==> src/sv/mbps_pkg.sv <==
// Shared constants and types for the masked byte pattern search unit.
package mbps_pkg;

  localparam int MAX_PATTERN_DEF  = 40;
  localparam int OFFSET_WIDTH_DEF = 32;

  localparam int SIG_BYTES      = 40;
  localparam int SIG_WORDS      = 5;
  localparam int SIG_WORD_W     = 64;
  localparam int CFG_DATA_W     = 64;
  localparam int CFG_INDEX_W    = 3;
  localparam int LEN_CFG_W      = 6;
  localparam int MATCH_OFFSET_W = 32;

  localparam logic [CFG_INDEX_W-1:0] REG_PATTERN_LENGTH = 3'd0;
  localparam logic [CFG_INDEX_W-1:0] REG_CARE_MASK      = 3'd1;
  localparam logic [CFG_INDEX_W-1:0] REG_PATTERN_LO     = 3'd2;
  localparam logic [CFG_INDEX_W-1:0] REG_PATTERN_MID_A  = 3'd3;
  localparam logic [CFG_INDEX_W-1:0] REG_PATTERN_MID_B  = 3'd4;
  localparam logic [CFG_INDEX_W-1:0] REG_PATTERN_MID_C  = 3'd5;
  localparam logic [CFG_INDEX_W-1:0] REG_PATTERN_HI     = 3'd6;

  localparam logic [LEN_CFG_W-1:0] LEN_RESET  = 6'd1;
  localparam logic [SIG_BYTES-1:0] CARE_RESET = '1;

  typedef struct packed {
    logic                      found;
    logic [MATCH_OFFSET_W-1:0] offset;
  } result_t;

endpackage

==> src/sv/masked_byte_pattern_search_unit.sv <==
// Stages: input register, then byte window and compare, then result register.
// Throughput: one byte per cycle, set by the byte window shift register;
// bytes keep flowing while a result waits, stalling only when a second
// result is produced behind an untaken one.
// Reset: synchronous; clears the pipeline, match state, position count and
// configuration to its defaults (length 1, all bytes compared, zero bytes).
module masked_byte_pattern_search_unit #(
  parameter int MAX_PATTERN  = mbps_pkg::MAX_PATTERN_DEF,
  parameter int OFFSET_WIDTH = mbps_pkg::OFFSET_WIDTH_DEF
) (
  input  logic                                clk,
  input  logic                                rst,
  input  logic                                cfg_we,
  input  logic [mbps_pkg::CFG_INDEX_W-1:0]    cfg_index,
  input  logic [mbps_pkg::CFG_DATA_W-1:0]     cfg_data,
  input  logic                                in_valid,
  output logic                                in_ready,
  input  logic [7:0]                          data_byte,
  input  logic                                last_byte,
  output logic                                out_valid,
  input  logic                                out_ready,
  output logic                                found,
  output logic [mbps_pkg::MATCH_OFFSET_W-1:0] match_offset
);

  localparam int LEN_W = $clog2(MAX_PATTERN + 1);

  logic                   a_valid;
  logic [7:0]             a_byte;
  logic                   a_last;
  logic                   b_ready;
  logic [LEN_W-1:0]       len;
  logic [7:0]             lane_sig [MAX_PATTERN];
  logic [MAX_PATTERN-1:0] lane_care;
  logic                   out_take;
  logic                   res_valid;
  mbps_pkg::result_t      res;

  mbps_cfg #(
    .MAX_PATTERN (MAX_PATTERN),
    .LEN_W       (LEN_W)
  ) u_cfg (
    .clk       (clk),
    .rst       (rst),
    .cfg_we    (cfg_we),
    .cfg_index (cfg_index),
    .cfg_data  (cfg_data),
    .len       (len),
    .lane_sig  (lane_sig),
    .lane_care (lane_care)
  );

  mbps_scan #(
    .MAX_PATTERN  (MAX_PATTERN),
    .OFFSET_WIDTH (OFFSET_WIDTH),
    .LEN_W        (LEN_W)
  ) u_scan (
    .clk       (clk),
    .rst       (rst),
    .a_valid   (a_valid),
    .a_byte    (a_byte),
    .a_last    (a_last),
    .b_ready   (b_ready),
    .len       (len),
    .lane_sig  (lane_sig),
    .lane_care (lane_care),
    .out_take  (out_take),
    .res_valid (res_valid),
    .res       (res)
  );

  assign in_ready = !a_valid || b_ready;
  assign out_take = !out_valid || out_ready;

  // input register
  always_ff @(posedge clk) begin
    if (in_valid && in_ready) begin
      a_byte <= data_byte;
      a_last <= last_byte;
    end
  end

  always_ff @(posedge clk) begin
    if (rst) begin
      a_valid <= 1'b0;
    end else if (in_ready) begin
      a_valid <= in_valid;
    end
  end

  // result register
  always_ff @(posedge clk) begin
    if (res_valid && out_take) begin
      found        <= res.found;
      match_offset <= res.offset;
    end
  end

  always_ff @(posedge clk) begin
    if (rst) begin
      out_valid <= 1'b0;
    end else if (out_take) begin
      out_valid <= res_valid;
    end
  end

endmodule

==> src/sv/mbps_cfg.sv <==
// Configuration registers and per-lane signature alignment.
module mbps_cfg #(
  parameter int MAX_PATTERN = mbps_pkg::MAX_PATTERN_DEF,
  parameter int LEN_W       = $clog2(MAX_PATTERN + 1)
) (
  input  logic                               clk,
  input  logic                               rst,
  input  logic                               cfg_we,
  input  logic [mbps_pkg::CFG_INDEX_W-1:0]   cfg_index,
  input  logic [mbps_pkg::CFG_DATA_W-1:0]    cfg_data,
  output logic [LEN_W-1:0]                   len,
  output logic [7:0]                         lane_sig [MAX_PATTERN],
  output logic [MAX_PATTERN-1:0]             lane_care
);

  localparam int IDX_W = (MAX_PATTERN > 1) ? $clog2(MAX_PATTERN) : 1;

  logic [mbps_pkg::LEN_CFG_W-1:0]  pattern_length;
  logic [mbps_pkg::SIG_BYTES-1:0]  care_mask;
  logic [mbps_pkg::SIG_WORD_W-1:0] sig_word [mbps_pkg::SIG_WORDS];

  logic [7:0]             src_byte [MAX_PATTERN];
  logic [LEN_W-1:0]       act_len;
  logic [7:0]             lane_sig_next [MAX_PATTERN];
  logic [MAX_PATTERN-1:0] lane_care_next;

  always_ff @(posedge clk) begin
    if (rst) begin
      pattern_length <= mbps_pkg::LEN_RESET;
      care_mask      <= mbps_pkg::CARE_RESET;
      for (int w = 0; w < mbps_pkg::SIG_WORDS; w++) begin
        sig_word[w] <= '0;
      end
    end else if (cfg_we) begin
      unique case (cfg_index)
        mbps_pkg::REG_PATTERN_LENGTH: pattern_length <= cfg_data[mbps_pkg::LEN_CFG_W-1:0];
        mbps_pkg::REG_CARE_MASK:      care_mask      <= cfg_data[mbps_pkg::SIG_BYTES-1:0];
        mbps_pkg::REG_PATTERN_LO:     sig_word[0]    <= cfg_data;
        mbps_pkg::REG_PATTERN_MID_A:  sig_word[1]    <= cfg_data;
        mbps_pkg::REG_PATTERN_MID_B:  sig_word[2]    <= cfg_data;
        mbps_pkg::REG_PATTERN_MID_C:  sig_word[3]    <= cfg_data;
        mbps_pkg::REG_PATTERN_HI:     sig_word[4]    <= cfg_data;
        default: ;
      endcase
    end
  end

  for (genvar k = 0; k < MAX_PATTERN; k++) begin : g_src
    assign src_byte[k] = sig_word[k / 8][(k % 8) * 8 +: 8];
  end

  // zero acts as one, anything past the window depth is clamped
  always_comb begin
    if (pattern_length == '0) begin
      act_len = LEN_W'(1);
    end else if (pattern_length > mbps_pkg::LEN_CFG_W'(MAX_PATTERN)) begin
      act_len = LEN_W'(MAX_PATTERN);
    end else begin
      act_len = pattern_length[LEN_W-1:0];
    end
  end

  // window slot j (0 = newest) lines up with signature byte len-1-j
  always_comb begin
    logic [IDX_W-1:0] idx;
    idx = '0;
    for (int j = 0; j < MAX_PATTERN; j++) begin
      lane_sig_next[j]  = '0;
      lane_care_next[j] = 1'b0;
      if (LEN_W'(j) < act_len) begin
        idx               = IDX_W'(act_len - LEN_W'(j) - LEN_W'(1));
        lane_sig_next[j]  = src_byte[idx];
        lane_care_next[j] = care_mask[idx];
      end
    end
  end

  always_ff @(posedge clk) begin
    if (rst) begin
      len       <= LEN_W'(1);
      lane_care <= MAX_PATTERN'(1);
      for (int j = 0; j < MAX_PATTERN; j++) begin
        lane_sig[j] <= '0;
      end
    end else begin
      len       <= act_len;
      lane_care <= lane_care_next;
      lane_sig  <= lane_sig_next;
    end
  end

endmodule

==> src/sv/mbps_scan.sv <==
// Byte window, buffer position counter, masked compare and match tracking.
module mbps_scan #(
  parameter int MAX_PATTERN  = mbps_pkg::MAX_PATTERN_DEF,
  parameter int OFFSET_WIDTH = mbps_pkg::OFFSET_WIDTH_DEF,
  parameter int LEN_W        = $clog2(MAX_PATTERN + 1)
) (
  input  logic                   clk,
  input  logic                   rst,
  input  logic                   a_valid,
  input  logic [7:0]             a_byte,
  input  logic                   a_last,
  output logic                   b_ready,
  input  logic [LEN_W-1:0]       len,
  input  logic [7:0]             lane_sig [MAX_PATTERN],
  input  logic [MAX_PATTERN-1:0] lane_care,
  input  logic                   out_take,
  output logic                   res_valid,
  output mbps_pkg::result_t      res
);

  logic                    b_valid;
  logic                    b_last;
  logic [7:0]              window [MAX_PATTERN];
  logic [OFFSET_WIDTH-1:0] count;
  logic                    matched;

  logic                    b_go;
  logic                    shift;
  logic [MAX_PATTERN-1:0]  mism;
  logic                    hit;
  logic                    new_match;
  logic [OFFSET_WIDTH-1:0] count_base;
  logic [OFFSET_WIDTH-1:0] offset_full;

  always_comb begin
    for (int j = 0; j < MAX_PATTERN; j++) begin
      mism[j] = lane_care[j] && (window[j] != lane_sig[j]);
    end
  end

  assign hit         = (count >= OFFSET_WIDTH'(len)) && !(|mism);
  assign new_match   = b_valid && !matched && hit;
  assign offset_full = count - OFFSET_WIDTH'(len);

  assign res_valid  = new_match || (b_valid && b_last && !matched);
  assign res.found  = new_match;
  assign res.offset = new_match ? mbps_pkg::MATCH_OFFSET_W'(offset_full) : '0;

  assign b_go    = !res_valid || out_take;
  assign b_ready = !b_valid || b_go;
  assign shift   = a_valid && b_ready;

  // a buffer's last beat leaving this stage restarts the count
  assign count_base = (b_valid && b_last) ? '0 : count;

  always_ff @(posedge clk) begin
    if (shift) begin
      window[0] <= a_byte;
      for (int j = 1; j < MAX_PATTERN; j++) begin
        window[j] <= window[j-1];
      end
      b_last <= a_last;
    end
  end

  always_ff @(posedge clk) begin
    if (rst) begin
      b_valid <= 1'b0;
      count   <= '0;
      matched <= 1'b0;
    end else begin
      if (shift) begin
        b_valid <= 1'b1;
      end else if (b_go) begin
        b_valid <= 1'b0;
      end

      if (shift) begin
        count <= (count_base == '1) ? count_base : count_base + OFFSET_WIDTH'(1);
      end else if (b_valid && b_go && b_last) begin
        count <= '0;
      end

      if (b_valid && b_go) begin
        matched <= b_last ? 1'b0 : (matched || new_match);
      end
    end
  end

  a_count_live: assert property (@(posedge clk) disable iff (rst)
    b_valid |-> (count != '0))
    else $error("position count is zero with a beat in the compare stage");

  a_nf_offset: assert property (@(posedge clk) disable iff (rst)
    (res_valid && !res.found) |-> (res.offset == '0))
    else $error("not-found result carries a nonzero offset");

  a_res_cause: assert property (@(posedge clk) disable iff (rst)
    res_valid |-> (b_valid && (b_last || res.found)))
    else $error("result without a match or end of buffer");

  a_match_sticks: assert property (@(posedge clk) disable iff (rst)
    (new_match && b_go && !b_last) |=> matched)
    else $error("match flag not set after a reported match");

  a_buf_clear: assert property (@(posedge clk) disable iff (rst)
    (b_valid && b_go && b_last && !shift) |=> (count == '0 && !matched))
    else $error("buffer state not cleared after the last beat");

endmodule
==> config.mk <==
export PLATFORM = sky130hd
export DESIGN_NAME = masked_byte_pattern_search_unit
export DESIGN_NICKNAME = d
export VERILOG_FILES = /design/src/sv/mbps_pkg.sv /design/src/sv/masked_byte_pattern_search_unit.sv /design/src/sv/mbps_cfg.sv /design/src/sv/mbps_scan.sv
export SDC_FILE = /design/constraint.sdc
export NUM_CORES = 2
export LEC_CHECK = 0
export BUFFER_PORTS_ARGS = -buffer_cell sky130_fd_sc_hd__buf_2
export CAP_MARGIN = 10
export CORE_MARGIN = 2
export CORE_UTILIZATION = 55
export DETAILED_ROUTE_END_ITERATION = 16
export GPL_TIMING_DRIVEN = 0
export MAX_ROUTING_LAYER = met4
export PLACE_DENSITY = 0.74
export REMOVE_ABC_BUFFERS = 1
export SYNTH_ARGS = -nofsm -noshare
export SYNTH_HDL_FRONTEND = slang
export SYNTH_SLANG_ARGS = --single-unit
==> constraint.sdc <==
create_clock -name clk -period 9.54 [get_ports clk]
set_input_delay 0 -clock clk [delete_from_list [all_inputs] [get_ports clk]]
set_output_delay 0 -clock clk [all_outputs]
set_load 0.05 [all_outputs]
==> metrics.md <==
| Metric | Value |
|---|---|
| CORE AREA | 0.113 mm2 |
| Status | complete, but fails checks |
| Synth cell types | 85 |
| Commonest non-fill, non-tap cell in the layout | nand2_1 |
| Hold Path Class | in -> reg |
| Slew @ Worst Pin | 1.52 ns |
| Top FF cell, synth | edfxtp_1 |
| Routability congestion estimate | 1.16 |
| Commonest non-fill, non-tap cells in the layout | nand2_1 (902), mux2i_1 (798), edfxtp_1 (683) |
| Max-Cap Viols | 1 |
| Max stage delay on crit path | 1.24 ns |
| DR vias/cell | 7.14 |
| Seq pwr share | 0.451 |
| CP max stage cell | dfxtp_1 |
| Post-synthesis instance area | 0.0628 mm2 |
| Net Sw Power | 0.00361 W |
| Switching share of power | 0.293 |
| Pint | 0.00873 W |
| Layout cells sized above 1 | 0.139 |
| First-pass GRT wire length | 390000 um |
| Max Slew Vio Count | 6 |
| CTS tree | done |
| #FFs+latches synth | 1131 |
| Crit path arrival time | 8.79 ns |
| Worst Setup Start Kind | flop |
| Final Hold Fails | 0 |
| Hold Slack | 0.0905 ns |
| Clk slew on worst S/H paths | 0.07 ns |
| Post-synth top area share | 0.326 |
| Total power draw | 0.0123 W |
| GR Util met2 | 0.694 |
| CTS Buffer Depth | 3 |
| IO Count | 116 |
| Gr ovfl total | 0 |
| EDFF count, synth | 683 |
| CTS H-tree depth | 3 |
| Comb pwr share | 0.165 |
| Synth Warn # | 0 |
| Mapped Cells | 5908 |
| Post-DRT Antenna Nets | 0 |
| DR vias | 54641 |
| FFs w/ async S/R, synth | 0 |
| Post-layout nets | 6120 |
| Post-route minimum period | 8.20 ns |
| TritonCTS Sinks | 1131 |
| Sequential share of the synthesized area | 0.469 |
| DR pass1 iterations | 9 |
| Met1 Use GR | 0.610 |
| Failing checks | max-capacitance violations, max-slew violations |
| Main area contributors after synthesis | edfxtp_1 (33%), dfxtp_1 (14%), mux2i_1 (13%) |
| Row count | 123 |
| Avg WL per Cell | 37.9 um |
| Largest area contributor in the netlist | edfxtp_1 |
| CTS Buf Count | 113 |
| Busiest grt layer | met2 |
| CP Class | reg -> reg |
| Fin Clk Skew | 0.0873 ns |
| Multi-input gate area | 0.0321 mm2 |
| CP Data Required Time | 10.13 ns |
| Number of port buffers | 115 |
| CP Cell Sequence | o21ai_4 -> a22o_4 -> buf_16 -> inv_8 -> buf_16 -> ha_1 -> clkinv_1 -> a21oi_1 -> nor3_1 -> mux2i_1 -> xor2_2 -> buf_8 -> nand2_1 -> nor3_2 -> a22o_1 |
| Final setup margin | 1.34 ns |
| Pwr/cell area | 172 mW/mm2 |
| Die Y | 342 um |
| Fillers | 8663 |
| Residual DRC count | 0 |
| RSZ-0062 raised after global routing | no |
| Initial Utilization | 0.556 |
| Largest net degree at the start of global routing | 162 |
| Rel. slew slack | -0.0393 |
| Clock Power Share | 0.384 |
| Peak supply drop | 0.000198 V |
| FF/Latch Area | 0.0295 mm2 |
| Post-Syn Area per Cell | 10.6 um2 |
| Peak Freq | 122 MHz |
| Post-place setup slack | 1.95 ns |
| Crit end category | flop |
| CTS resizes | 0 |
| Die X | 342 um |
| DP Wirelength | 225000 um |
| Leak | 27.0 nW |
| Initial DRC Count | 9990 |
| Crit-path most repeated cell | buf_16 |
| Overall Global Routing Usage | 0.501 |
| Drt total wl | 290000 um |
| Fin crit share | 0.860 |
| Vias in the first global route | 49012 |
| Die ar. | 0.117 mm2 |
| Grt met3 use | 0.205 |
| Setup total negative slack | 0 ns |
| Initial antenna violation count | 62 |
| Largest fanout on the critical path | 117 |
| Skew-Pair Late Insertion Delay | 0.79 ns |
| Setup violators final | 0 |
| P&R area growth vs syn | 14.4% |
| Root buffer cell | clkbuf_16 |
==> worst paths after layout <==
path / startpoint / slack (ns) / cells after the start / to
worst max-delay path: u_cfg.pattern_length[4]$_SDFFE_PP0P_ / 1.34 / 15 / u_cfg.lane_sig[311]$_SDFF_PP0_
worst min-delay path: cfg_index[1] / 0.09 / 2 / u_cfg.sig_word[0][2]$_DFFE_PP_
worst max register to register: u_cfg.pattern_length[4]$_SDFFE_PP0P_ / 1.34 / 15 / u_cfg.lane_sig[311]$_SDFF_PP0_
worst min register to register: u_scan.window[0][25]$_DFFE_PP_ / 0.42 / 0 / u_scan.window[0][33]$_DFFE_PP_
==> stage by stage <==
stage                     std cells  cell area [um2]  utilization
after global placement         7128            63600        0.563
after CTS                      7603            71700        0.635
after global routing           7636            71900        0.636
after floorplan                5513            61200            -
final                          7653            71900        0.636
after detailed placement       7260            66500        0.588
==> logic make-up (layout without fill, tap and decap cells) <==
family | after synthesis | count (layout) | share of synthesized area
AOI/OAI and AO/OA | 1002 | 1002 | 0.109
xor gates and xnor gates | 409 | 409 | 0.0579
adders and majority gates | 27 | 27 | 0.00550
buffers and inverters | 439 | 642 | 0.0290
DFF | 1131 | 1131 | 0.469
muxes | 1051 | 1051 | 0.193
other | 0 | 42 | 0
and+or+nand+nor | 1849 | 1849 | 0.137
==> flip-flops by register name (all words and copies together) (netlist names) <==
| signal | cells |
|---|---|
| a_byte | 8 |
| a_last | 1 |
| a_valid | 1 |
| found | 1 |
| match_offset | 32 |
| out_valid | 1 |
| u_cfg.care_mask | 40 |
| u_cfg.lane_care | 40 |
| u_cfg.lane_sig | 320 |
| u_cfg.len | 6 |
| u_cfg.pattern_length | 6 |
| u_cfg.sig_word | 320 |
| u_scan.b_last | 1 |
| u_scan.b_valid | 1 |
| u_scan.count | 32 |
| u_scan.matched | 1 |
| u_scan.window | 320 |
==> power groups by stage <==
stage | sequential, W | clock [W] | combinational [W]
after floorplan | 0.00562 | 0 | 0.00110
after global placement | 0.00569 | 0 | 0.00181
after detailed placement | 0.00565 | 0 | 0.00186
after CTS | 0.00555 | 0.00471 | 0.00190
after global routing | 0.00557 | 0.00492 | 0.00205
final | 0.00556 | 0.00474 | 0.00204
==> synth_stat cells, types with 20 or more instances <==
| cell type | count |
|---|---|
| a221o_1 | 32 |
| mux2i_1 | 804 |
| a21oi_1 | 128 |
| inv_1 | 37 |
| a31o_2 | 64 |
| xor2_1 | 22 |
| and2_1 | 90 |
| a31oi_1 | 97 |
| o2bb2ai_1 | 20 |
| nand4_1 | 112 |
| o22ai_1 | 159 |
| buf_1 | 67 |
| and3_1 | 151 |
| xnor2_1 | 380 |
| buf_2 | 103 |
| o211ai_1 | 25 |
| mux2_2 | 130 |
| nor3_1 | 62 |
| dfxtp_1 | 448 |
| ha_1 | 26 |
| a22o_1 | 24 |
| nand3_1 | 184 |
| o21ai_0 | 151 |
| clkbuf_1 | 217 |
| edfxtp_1 | 683 |
| nor2_1 | 217 |
| a22oi_1 | 72 |
| a211oi_1 | 120 |
| mux4_2 | 117 |
| nand2_1 | 904 |
| nor2b_1 | 50 |
==> per-layer routing <==
metal	vias up	part of all wire
met2	4567	0.41
met4	0	0.077
met5	-	0
met1	26807	0.36
met3	934	0.16
li1	22333	-
==> what timing repair did <==
action | 4_1_cts | 5_1_grt
setup buffers | 0 | 0
endpoints found under the hold margin | 479 | 0
hold buffers | 129 | 0
==> worst max-delay path: cells and delay by family, from the launching register on <==
kind / cells / cell delay (ns)
adders and majority gates: 1 / 0.51
and+or+nand+nor: 3 / 1.24
muxes: 1 / 0.41
AOI/OAI and AO/OA: 4 / 2.06
xor gates and xnor gates: 1 / 0.45
buffers and inverters: 5 / 1.88
DFF: 1 / 1.24
==> area by class of cell <==
| type | instances | share of cell area |
|---|---|---|
| clock inverter | 68 | 0.0117 |
| tap | 1500 | 0.0261 |
| sequential | 1131 | 0.410 |
| inverter | 44 | 0.00256 |
| multi-input combinational | 4338 | 0.446 |
| antenna | 42 | 0.00146 |
| clock buffer | 146 | 0.0433 |
| timing repair buffer | 384 | 0.0588 |
(Power assumes the default switching activity.)
